$ cat src/rtl/core/mkd_pkg.sv
// shared types, codes and the itu symbol table for the morse key decoder
// no dependencies; imported by the decoder unit and its checker
package mkd_pkg;

    localparam int TEXT_MAX_DEF = 16;
    localparam int SYM_MAX      = 6;
    localparam int SYM_W        = 3;
    localparam int CHAR_W       = 7;
    localparam int LEN_W        = 5;

    localparam logic [CHAR_W-1:0] CHAR_SPACE = 7'h20;
    localparam logic [CHAR_W-1:0] CHAR_NONE  = 7'h00;

    typedef enum logic [1:0] {
        TONE_NONE  = 2'd0,
        TONE_DOT   = 2'd1,
        TONE_DASH  = 2'd2,
        TONE_SPACE = 2'd3
    } t_tone;

    typedef enum logic [2:0] {
        ACT_NONE         = 3'd0,
        ACT_ELEM_ADD     = 3'd1,
        ACT_SYM_RESTART  = 3'd2,
        ACT_CHAR_ADD     = 3'd3,
        ACT_TEXT_RESTART = 3'd4,
        ACT_CMD_BACK     = 3'd5,
        ACT_CMD_CLEAR    = 3'd6,
        ACT_UNKNOWN      = 3'd7
    } t_action;

    typedef struct packed {
        logic dash_key_n;
        logic dot_key_n;
        logic space_key_n;
        logic back_key_n;
    } t_key_sample;

    typedef struct packed {
        logic                  changed;
        t_tone                 tone_kind;
        t_action               action;
        logic [CHAR_W-1:0]     decoded_char;
        logic                  back_removed;
        logic [LEN_W-1:0]      text_length;
        logic [CHAR_W-1:0]     text_last_char;
        logic [SYM_MAX-1:0]    symbol_elements;
        logic [SYM_W-1:0]      symbol_length;
    } t_dec_result;

    // itu lookup: bit i of the key is element i (1 dash, 0 dot), 0 if unknown
    function automatic logic [CHAR_W-1:0] itu_lookup(
        input logic [SYM_W-1:0]   len,
        input logic [SYM_MAX-1:0] elems
    );
        logic [SYM_MAX-1:0]       masked;
        logic [CHAR_W-1:0]        ch;
        masked = elems & ~(6'h3f << len);
        unique case ({len, masked})
            {3'd2, 6'b000010}: ch = 7'h41; // A
            {3'd4, 6'b000001}: ch = 7'h42; // B
            {3'd4, 6'b000101}: ch = 7'h43; // C
            {3'd3, 6'b000001}: ch = 7'h44; // D
            {3'd1, 6'b000000}: ch = 7'h45; // E
            {3'd4, 6'b000100}: ch = 7'h46; // F
            {3'd3, 6'b000011}: ch = 7'h47; // G
            {3'd4, 6'b000000}: ch = 7'h48; // H
            {3'd2, 6'b000000}: ch = 7'h49; // I
            {3'd4, 6'b001110}: ch = 7'h4a; // J
            {3'd3, 6'b000101}: ch = 7'h4b; // K
            {3'd4, 6'b000010}: ch = 7'h4c; // L
            {3'd2, 6'b000011}: ch = 7'h4d; // M
            {3'd2, 6'b000001}: ch = 7'h4e; // N
            {3'd3, 6'b000111}: ch = 7'h4f; // O
            {3'd4, 6'b000110}: ch = 7'h50; // P
            {3'd4, 6'b001011}: ch = 7'h51; // Q
            {3'd3, 6'b000010}: ch = 7'h52; // R
            {3'd3, 6'b000000}: ch = 7'h53; // S
            {3'd1, 6'b000001}: ch = 7'h54; // T
            {3'd3, 6'b000100}: ch = 7'h55; // U
            {3'd4, 6'b001000}: ch = 7'h56; // V
            {3'd3, 6'b000110}: ch = 7'h57; // W
            {3'd4, 6'b001001}: ch = 7'h58; // X
            {3'd4, 6'b001101}: ch = 7'h59; // Y
            {3'd4, 6'b000011}: ch = 7'h5a; // Z
            {3'd5, 6'b011111}: ch = 7'h30; // 0
            {3'd5, 6'b011110}: ch = 7'h31; // 1
            {3'd5, 6'b011100}: ch = 7'h32; // 2
            {3'd5, 6'b011000}: ch = 7'h33; // 3
            {3'd5, 6'b010000}: ch = 7'h34; // 4
            {3'd5, 6'b000000}: ch = 7'h35; // 5
            {3'd5, 6'b000001}: ch = 7'h36; // 6
            {3'd5, 6'b000011}: ch = 7'h37; // 7
            {3'd5, 6'b000111}: ch = 7'h38; // 8
            {3'd5, 6'b001111}: ch = 7'h39; // 9
            default:           ch = CHAR_NONE;
        endcase
        return ch;
    endfunction

endpackage

$ cat src/rtl/core/morse_key_decoder_unit.sv
// morse key decoder: an input transfer is registered in stage 1, then in the output
// register; one sample per cycle while the result channel does not stall. the text
// store is one memory with at most one write and one registered read per sample,
// plus a write-to-read forward. reset is synchronous, active low; the text memory
// is not cleared, only data below the fill count is used. depends on mkd_pkg
module morse_key_decoder_unit
    import mkd_pkg::*;
#(
    parameter int TEXT_MAX = TEXT_MAX_DEF
) (
    input  logic        i_clk,
    input  logic        i_rst_n,
    // key sample channel
    input  logic        i_in_valid,
    output logic        o_in_stall,
    input  t_key_sample i_in_data,
    // result channel
    output logic        o_out_valid,
    input  logic        i_out_stall,
    output t_dec_result o_out_data,
    // back_enable register
    input  logic        i_cfg_we,
    input  logic        i_cfg_wdata
);

    localparam int CW = $clog2(TEXT_MAX + 1);
    localparam int AW = (TEXT_MAX > 1) ? $clog2(TEXT_MAX) : 1;

    // ---------------------------------------------------------------
    // control state
    // ---------------------------------------------------------------
    logic               r_back_en;
    logic               r_prev_dash, r_prev_dot, r_prev_space;
    logic [SYM_MAX-1:0] r_sym, n_sym;
    logic [SYM_W-1:0]   r_sym_cnt, n_sym_cnt;
    logic [CW-1:0]      r_text_cnt, n_text_cnt;

    // text store, one write and one registered read port
    logic [CHAR_W-1:0]  r_text_mem [TEXT_MAX];
    logic [CHAR_W-1:0]  r_rd_data;

    // stage 1: result fields waiting for the memory read data
    logic               r_s1_valid;
    t_dec_result        r_s1, n_s1;
    logic               r_s1_nz, n_s1_nz;       // text not empty after the sample
    logic               r_s1_fwd, n_s1_fwd;     // last char was written this sample
    logic [CHAR_W-1:0]  r_s1_fwd_data;

    // output register
    logic               r_out_valid;
    t_dec_result        r_out, n_out;

    logic               in_xfer, out_load, s1_free;
    logic               wr_en;
    logic [AW-1:0]      wr_addr, rd_addr;
    logic [CHAR_W-1:0]  wr_data;

    // ---------------------------------------------------------------
    // handshake: s1 moves into the output register when it is free
    // ---------------------------------------------------------------
    assign out_load   = r_s1_valid && (!r_out_valid || !i_out_stall);
    assign s1_free    = !r_s1_valid || out_load;
    assign o_in_stall = !s1_free;
    assign in_xfer    = i_in_valid && s1_free;

    // ---------------------------------------------------------------
    // per-sample update: tone, symbol, text count, store access
    // ---------------------------------------------------------------
    always_comb begin
        t_tone             tone;
        logic [CHAR_W-1:0] ch;
        logic [CW-1:0]     cnt_t;
        logic              removed;

        tone       = TONE_NONE;
        n_sym      = r_sym;
        n_sym_cnt  = r_sym_cnt;
        cnt_t      = r_text_cnt;
        wr_en      = 1'b0;
        wr_addr    = '0;
        wr_data    = CHAR_NONE;
        n_s1       = '0;

        // falling edges, dash beats dot beats space
        if (!i_in_data.dash_key_n && r_prev_dash) begin
            tone = TONE_DASH;
        end else if (!i_in_data.dot_key_n && r_prev_dot) begin
            tone = TONE_DOT;
        end else if (!i_in_data.space_key_n && r_prev_space) begin
            tone = TONE_SPACE;
        end

        ch = (r_sym_cnt == '0) ? CHAR_SPACE : itu_lookup(r_sym_cnt, r_sym);

        case (tone) inside
            TONE_DOT, TONE_DASH: begin
                if (r_sym_cnt >= SYM_W'(SYM_MAX)) begin
                    // seventh element starts a new symbol
                    n_sym       = SYM_MAX'(tone == TONE_DASH);
                    n_sym_cnt   = SYM_W'(1);
                    n_s1.action = ACT_SYM_RESTART;
                end else begin
                    n_sym       = r_sym | (SYM_MAX'(tone == TONE_DASH) << r_sym_cnt);
                    n_sym_cnt   = r_sym_cnt + SYM_W'(1);
                    n_s1.action = ACT_ELEM_ADD;
                end
            end
            TONE_SPACE: begin
                if (ch != CHAR_NONE) begin
                    n_s1.decoded_char = ch;
                    wr_en             = 1'b1;
                    wr_data           = ch;
                    if (r_text_cnt < CW'(TEXT_MAX)) begin
                        wr_addr     = AW'(r_text_cnt);
                        cnt_t       = r_text_cnt + CW'(1);
                        n_s1.action = ACT_CHAR_ADD;
                    end else begin
                        // full text restarts with the new character
                        wr_addr     = '0;
                        cnt_t       = CW'(1);
                        n_s1.action = ACT_TEXT_RESTART;
                    end
                end else if (r_sym_cnt == SYM_W'(SYM_MAX) && r_sym == '0) begin
                    // six dots: backspace command
                    if (r_text_cnt != '0) begin
                        cnt_t = r_text_cnt - CW'(1);
                    end
                    n_s1.action = ACT_CMD_BACK;
                end else if (r_sym_cnt == SYM_W'(SYM_MAX) && r_sym == '1) begin
                    // six dashes: clear command
                    cnt_t       = '0;
                    n_s1.action = ACT_CMD_CLEAR;
                end else begin
                    n_s1.action = ACT_UNKNOWN;
                end
                n_sym     = '0;
                n_sym_cnt = '0;
            end
            default: begin
            end
        endcase

        // back key acts after the tone of the same sample
        removed    = r_back_en && !i_in_data.back_key_n && (cnt_t != '0);
        n_text_cnt = removed ? cnt_t - CW'(1) : cnt_t;

        // last character sits at count-1; forward a same-cycle write there
        rd_addr  = AW'(n_text_cnt - CW'(1));
        n_s1_nz  = (n_text_cnt != '0);
        n_s1_fwd = wr_en && (wr_addr == rd_addr);

        n_s1.changed         = (tone != TONE_NONE);
        n_s1.tone_kind       = tone;
        n_s1.back_removed    = removed;
        n_s1.text_length     = LEN_W'(n_text_cnt);
        n_s1.symbol_elements = n_sym;
        n_s1.symbol_length   = n_sym_cnt;
    end

    // ---------------------------------------------------------------
    // control registers
    // ---------------------------------------------------------------
    always_ff @(posedge i_clk) begin
        if (!i_rst_n) begin
            r_back_en    <= 1'b1;
            r_prev_dash  <= 1'b1;
            r_prev_dot   <= 1'b1;
            r_prev_space <= 1'b1;
            r_sym        <= '0;
            r_sym_cnt    <= '0;
            r_text_cnt   <= '0;
            r_s1_valid   <= 1'b0;
            r_out_valid  <= 1'b0;
        end else begin
            if (i_cfg_we) begin
                r_back_en <= i_cfg_wdata;
            end
            if (in_xfer) begin
                r_prev_dash  <= i_in_data.dash_key_n;
                r_prev_dot   <= i_in_data.dot_key_n;
                r_prev_space <= i_in_data.space_key_n;
                r_sym        <= n_sym;
                r_sym_cnt    <= n_sym_cnt;
                r_text_cnt   <= n_text_cnt;
            end
            if (in_xfer) begin
                r_s1_valid <= 1'b1;
            end else if (out_load) begin
                r_s1_valid <= 1'b0;
            end
            if (out_load) begin
                r_out_valid <= 1'b1;
            end else if (!i_out_stall) begin
                r_out_valid <= 1'b0;
            end
        end
    end

    // ---------------------------------------------------------------
    // text memory: write the new character, read the last one
    // ---------------------------------------------------------------
    always_ff @(posedge i_clk) begin
        if (in_xfer && wr_en) begin
            r_text_mem[wr_addr] <= wr_data;
        end
        if (in_xfer) begin
            r_rd_data <= r_text_mem[rd_addr];
        end
    end

    // ---------------------------------------------------------------
    // payload registers
    // ---------------------------------------------------------------
    // last char: none for an empty text, else forwarded write or read data
    always_comb begin
        n_out = r_s1;
        if (!r_s1_nz) begin
            n_out.text_last_char = CHAR_NONE;
        end else if (r_s1_fwd) begin
            n_out.text_last_char = r_s1_fwd_data;
        end else begin
            n_out.text_last_char = r_rd_data;
        end
    end

    always_ff @(posedge i_clk) begin
        if (in_xfer) begin
            r_s1          <= n_s1;
            r_s1_nz       <= n_s1_nz;
            r_s1_fwd      <= n_s1_fwd;
            r_s1_fwd_data <= wr_data;
        end
        if (out_load) begin
            r_out <= n_out;
        end
    end

    assign o_out_valid = r_out_valid;
    assign o_out_data  = r_out;

endmodule

$ cat config.mk
export PLATFORM = sky130hd
export DESIGN_NAME = morse_key_decoder_unit
export DESIGN_NICKNAME = d
export VERILOG_FILES = /design/src/rtl/core/mkd_pkg.sv /design/src/rtl/core/morse_key_decoder_unit.sv
export SDC_FILE = /design/constraint.sdc
export NUM_CORES = 1
export LEC_CHECK = 0
export ABC_AREA = 1
export BUFFER_PORTS_ARGS = -buffer_cell sky130_fd_sc_hd__buf_2
export CAP_MARGIN = 20
export CORE_MARGIN = 2
export CORE_UTILIZATION = 56
export DETAILED_ROUTE_END_ITERATION = 8
export HOLD_SLACK_MARGIN = 0.1
export PLACE_DENSITY = 0.83
export SLEW_MARGIN = 10
export SYNTH_ARGS = -nofsm -noshare
export SYNTH_HDL_FRONTEND = slang
export SYNTH_SLANG_ARGS = --single-unit
$ cat constraint.sdc
create_clock -name i_clk -period 4.05 [get_ports i_clk]
set_input_delay 0.2025 -clock i_clk [delete_from_list [all_inputs] [get_ports i_clk]]
set_output_delay 0.2025 -clock i_clk [all_outputs]
set_load 0.02 [all_outputs]
Word level (Yosys, flattened, before mapping)
Memories as Yosys holds them, arrays and structs flattened. A register that Yosys moved wholly into a read port is not among the register bits.
Cells that the tools add are included.
{ "totals": {"ff_bits": 85, "latch_bits": 0, "ram_bits": 112, "mem_bits_ro": 0, "output_inout_bits": 37, "wordCells": 157, "memories": 1} }
{ "memory_table": {"columns": ["name", "depth", "word_bits", "read_ports", "rd_ports_with_merged_regs", "wr", "line", "source"], "rows": [
  ["r_text_mem", 16, 7, 1, 1, 1, "morse_key_decoder_unit.sv:39", "logic [CHAR_W-1:0] r_text_mem [TEXT_MAX];"]
]} }
{ "classes": {"addsub": 5, "n_mul": 0, "div": 0, "n_lt_le_gt_ge": 2, "n_eq_ne": 43, "n_shift": 2, "n_mux": 43, "n_bitwise": 3, "reduce_logical": 30} }
{ "ops": {"columns": ["cell", "count"], "rows": [
  ["case mux 7 bit (36 select lines)", 1],
  ["equality test 9 bit, second input constant", 22],
  ["equality test 9 x 8 -> 1 bit, second input constant", 12],
  ["2-to-1 mux 5 bit", 8],
  ["2-to-1 mux 7 bit", 5],
  ["2-to-1 mux 3 bit", 8],
  ["equality test 9 x 7 -> 1 bit, second input constant", 2],
  ["2-to-1 mux 6 bit", 3],
  ["2-to-1 mux 4 bit", 4],
  ["nonzero test 5 bit", 3],
  ["logical AND 1 bit", 11],
  ["2-to-1 mux 1 bit", 10],
  ["subtractor 5 x 1 -> 5 bit, second input constant", 2],
  ["logical NOT 1 bit", 8],
  ["2-to-1 mux 2 bit", 4],
  ["nonzero test 7 bit", 1],
  ["AND 6 bit", 1],
  ["equality test 6 bit, second input constant", 1],
  ["logical NOT 6 bit", 1],
  ["NOT 6 bit", 1],
  ["bitwise OR 6 bit", 1],
  ["<< shifter 1 x 3 -> 6 bit", 1],
  ["<< shifter 6 x 3 -> 6 bit, first input constant", 1],
  ["adder 5 x 1 -> 5 bit, second input constant", 1],
  ["other kinds (13)", 16]
]} }

Longest topological paths before layout
{ "depth": {"depth_word": 16, "mapped_depth": 30, "mapped_depth_nobuf": 29} }

Least setup slack after synthesis
No wires, ideal clock.
{ "synth_timing": {"kind": "flip-flop to flip-flop", "startpoint": "reg r_sym_cnt[1]", "endpoint": "reg r_rd_data[6] (read register of r_text_mem) (data pin)", "setup_ns": 0.253, "arrival_ns": 3.917, "required_ns": 3.797, "path_slack_ns": -0.120, "path_stages_with_launch": 29, "path_cell_list": "dfxtp_1 > inv_1 > ha_1 > nand2_4 > nand2_4 > nand2_2 > nor2_1 > nand2_1 > nand2_2 > nor2_2 > nand2_1 > nor2_2 > nand4_4 > nand2_2 > o31ai_1 > a22oi_2 > ha_1 > nand4_4 > nand2_4 > nand2_4 > nand2_4 > inv_2 > ha_1 > buf_2 > buf_1 > nand3_1 > nand3_1 > nand3_1 > nand2_1"} }
{ "synth_via": {"elab_chain_cells": 14} }
{ "synth_rtl": {"columns": ["element", "line", "source"], "rows": [
  ["from (decl)", "morse_key_decoder_unit.sv:35", "logic [SYM_W-1:0] r_sym_cnt, n_sym_cnt;"],
  ["from (signal assigned)", "morse_key_decoder_unit.sv:183", "r_sym_cnt <= n_sym_cnt;"],
  ["<< shifter 6 x 3 -> 6 bit", "mkd_pkg.sv:58", "masked = elems & ~(6'h3f << len);"],
  ["NOT 6 bit", "mkd_pkg.sv:58", null],
  ["AND 6 bit", "mkd_pkg.sv:58", null],
  ["equality test 9 bit, or another cell as far along", "mkd_pkg.sv:59", "unique case ({len, masked})"],
  ["case mux 7 bit (36 select lines)", "mkd_pkg.sv:59", null],
  ["2-to-1 mux 7 bit", "morse_key_decoder_unit.sv:93", "ch = (r_sym_cnt == '0) ? CHAR_SPACE : itu_lookup(r_sym_cnt, r_sym);"],
  ["nonzero test 7 bit", "morse_key_decoder_unit.sv:109", "if (ch != CHAR_NONE) begin"],
  ["2-to-1 mux 5 bit (*)", "morse_key_decoder_unit.sv:109", null],
  ["2-to-1 mux 5 bit (*) (2 in series)", "morse_key_decoder_unit.sv:95", "case (tone) inside"],
  ["parallel branches: the longest is 2 deep, another holds subtractor 5 x 1 -> 5 bit", null, null],
  ["2-to-1 mux 5 bit (*)", "morse_key_decoder_unit.sv:145", "n_text_cnt = removed ? cnt_t - CW'(1) : cnt_t;"],
  ["subtractor 4 x 1 -> 4 bit (*)", "morse_key_decoder_unit.sv:148", "rd_addr = AW'(n_text_cnt - CW'(1));"],
  ["to (decl)", "morse_key_decoder_unit.sv:40", "logic [CHAR_W-1:0] r_rd_data;"]
]} }
Mark *: on every way between the ends.
A chain may end at the register's enable or synchronous reset.

==> flow_summary.ini <==
[run]
cap_viol_max_count = 0

[global_routing]
antenna_found_initial = 0
largest_net_degree_at_the_start_of_global_routing = 57
grt_pass1_wl_mm = 39.1
first_global_vias = 7374
grt_util_all_layers = 0.269
grt_overflow_total = 0

[sta]
slew_violations = 0
final_period_minus_worst_setup_slack_ps = 3930
setup-tns-final_ps = 0
hold_viol = 0
fin_skew_ps = 22.2
period_share = 0.972
timing.final.setup_violations = 0
fmaxAchievable_ghz = 0.254
timing.hold.ws_ps = 279
maxSlewHeadroom = 0.481
timing_worst_slew_pin_value_ps = 776

[synthesis]
synth_cell_types = 45
synth_top_area_cell = sky130_fd_sc_hd__edfxtp_1
post_synth_main_area_contributors = sky130_fd_sc_hd__edfxtp_1 (55%), sky130_fd_sc_hd__nand3_1 (7.9%), sky130_fd_sc_hd__nand2_1 (6.2%)
yosys_register_bits = 204
postSynthAreaPerCell_um2 = 9.84
synth_area_um2 = 9960
postSynth.asyncResetShare = 0
netlist_instances = 1012
yosysWarnings = 0
synth_enable_flop_cells = 184
yosysSeqAreaShare = 0.595
synth_fp_nets = 1034
proportion_of_netlist_area_held_by_the_largest_area_contributor = 0.555
synth_ff_type = sky130_fd_sc_hd__edfxtp_1

[cts]
ctsLongestPathBuffers = 3
tritoncts.num_buffers = 20
cts_tree = built
clkSinkCount = 204
clk_transition_reported_paths_ps = 60
insertion_delay_ps = 500
htree_num_levels = 1
buffer_type_at_the_clock_tree_root = sky130_fd_sc_hd__clkbuf_16

[cells_and_area]
final_common_cell = sky130_fd_sc_hd__edfxtp_1
area_growth_pct = 19.2
fin_nets = 1149
layout-drive-gt1-share = 0.203
fillers = 1165
layout.area.seq_um2 = 5930
layoutNonFillerInstCount = 1364
antennaDiodeCount = 0
final_util = 0.684
post-route-cell-area_um2 = 11900
final_cell_mix = sky130_fd_sc_hd__edfxtp_1 (184), sky130_fd_sc_hd__nand2_1 (158), sky130_fd_sc_hd__inv_1 (156)
area_of_the_multi_input_gates_um2 = 3390

[die]
ios = 47
die_w_um = 137
starting_density_of_the_core = 0.574
core.rowCount = 48
floorplan.die.height_um = 137
core_area_um2 = 17400
floorplan.die_area_um2 = 18900

[route]
number_of_antenna_violating_nets_in_the_routed_design = 0
post_drt_wl_per_cell_um = 18.8
viasPerCell = 5.84
routed-via-count = 7965
drc = 0
drt_pre_antenna_iters = 9
drt_wl_total_mm = 25.7
drt_iter0_markers = 1109

[critical_path]
crit_path_max_fanout = 8
worstPathBufferInverterCount = 3
capturing_element_type_of_the_critical_path = flop
path_class = flop to flop
cp_data_required_time_ps = 4400
critical-path-top-cell-by-count = sky130_fd_sc_hd__nand2_1
critical_path.startpoint_type = flop
critical-path-slowest-cell = sky130_fd_sc_hd__dfxtp_2
cp_data_arrival_time_ps = 4290
max_stage_delay_ps = 340
timing.critical_path.max_delay_family = simple AND/OR/NAND/NOR gates

[hold_path]
min_path_type = input pin to flop

[run_status]
status = finished, final reports clean

[power_and_ir_drop]
total_leakage_power_nw = 5.08
power_density_nw_per_um2 = 519
vdd.ir_drop.worst_mv = 0.401

[placement]
place_congestion = 0.918
buffer_ports.inserted = 46
dp_hpwl_mm = 16.7
placed_cells_incl_taps = 1307
dpl_cell_area_um2 = 10800
==> routing by layer <==
layer,vias up,GRT usage,share of wire
met2,516,0.429,0.46
met1,3700,0.379,0.40
met5,-,0,0
li1,3645,-,-
met4,0,0.0779,0.035
met3,104,0.0471,0.10
==> sequential cells by signal, indices dropped and copies added, names as in the netlist, 3 cells and up <==
register and cells:
r_sym_cnt 3, r_rd_data 7, n_out 21, r_s1_fwd_data 7, r_text_cnt 5, r_sym 6, o_out_data 35, r_text_mem 112
==> metrics by stage <==
step / power, mW / setup WS (ps)
detailed placement: 4.09 / -64.5
global route: 6.40 / -76.6
CTS: 5.91 / -60.5
floorplan: 3.62 / 25.6
finish: 6.16 / 115
global placement: 4.04 / 18.4
==> logic make-up after synthesis <==
group / share of synthesized area
flip-flops: 0.595
adder cells (fa/ha/maj): 0.0151
AND/OR/NAND/NOR: 0.249
XOR/XNOR: 0.00616
AO/OA/AOI/OAI: 0.0491
buffers and inverters: 0.0857
==> synth_stat cells (2+ instances only) <==
cell	count
sky130_fd_sc_hd__nor2_1	83
sky130_fd_sc_hd__xor2_1	5
sky130_fd_sc_hd__nand3_1	157
sky130_fd_sc_hd__o21ai_0	33
sky130_fd_sc_hd__o21ai_1	2
sky130_fd_sc_hd__o31ai_1	2
sky130_fd_sc_hd__nand4_1	14
sky130_fd_sc_hd__buf_2	13
sky130_fd_sc_hd__edfxtp_1	184
sky130_fd_sc_hd__nand3b_1	37
sky130_fd_sc_hd__a211oi_1	2
sky130_fd_sc_hd__clkbuf_1	10
sky130_fd_sc_hd__dfxtp_1	20
sky130_fd_sc_hd__nand2_1	164
sky130_fd_sc_hd__buf_6	9
sky130_fd_sc_hd__xnor2_1	2
sky130_fd_sc_hd__ha_1	12
sky130_fd_sc_hd__nand4_4	2
sky130_fd_sc_hd__a21oi_2	2
sky130_fd_sc_hd__a21oi_1	23
sky130_fd_sc_hd__nor2_2	7
sky130_fd_sc_hd__o22ai_1	5
sky130_fd_sc_hd__a2111oi_0	2
sky130_fd_sc_hd__nor3_1	8
sky130_fd_sc_hd__clkinv_1	2
sky130_fd_sc_hd__buf_4	2
sky130_fd_sc_hd__inv_1	159
sky130_fd_sc_hd__nand2_2	13
sky130_fd_sc_hd__o211ai_1	3
sky130_fd_sc_hd__nor4_1	3
sky130_fd_sc_hd__a311oi_1	2
sky130_fd_sc_hd__nor2_4	2
sky130_fd_sc_hd__nand3_2	3
sky130_fd_sc_hd__nand2_4	8
sky130_fd_sc_hd__inv_2	7
==> worst paths after layout <==
check	from	end	slack, ps	depth (start not counted)
max	r_sym_cnt[1]$_SDFFE_PN0P_	r_s1_fwd$_DFFE_PP_	120	28
min	i_in_data[1]	n_out[33]$_DFFE_PP_	280	4
max reg2reg	r_sym_cnt[1]$_SDFFE_PN0P_	r_s1_fwd$_DFFE_PP_	120	28
min reg2reg	n_out[4]$_DFFE_PP_	o_out_data[4]$_DFFE_PP_	420	0
==> report_power, final <==
| part | switching, mW | total, mW | leakage [nW] | internal, mW |
|---|---|---|---|---|
| logic | 1.16 | 1.81 | 2.95 | 0.651 |
| clock network | 0.774 | 1.83 | 0.315 | 1.06 |
| registers | 0.0600 | 2.51 | 1.82 | 2.45 |
==> what timing repair did <==
action                                 CTS  global route
setup endpoints to repair                2             8
endpoints found under the hold margin    6             0
setup buffers                            0            12
resized for setup                        1            51
pin swaps                                0            18
hold buffers                             8             0
cloned                                   0             2
==> worst reg2reg max path, delay by kind of cell, from the launching register on <==
kind                     cells  cell delay (ps)
XOR/XNOR                     1              150
AND/OR/NAND/NOR             18             1880
flip-flops                   1              340
adder cells (fa/ha/maj)      3              790
AO/OA/AOI/OAI                3              380
buffers and inverters        3              280
==> layout make-up <==
cell class / count / area share
multi-input combinational: 605 / 0.286
clock buffer: 23 / 0.0440
clock inverter: 11 / 0.0102
timing repair buffer: 128 / 0.0831
tap: 225 / 0.0237
inverter: 168 / 0.0536
sequential: 204 / 0.500
(Power assumes the default switching activity.)
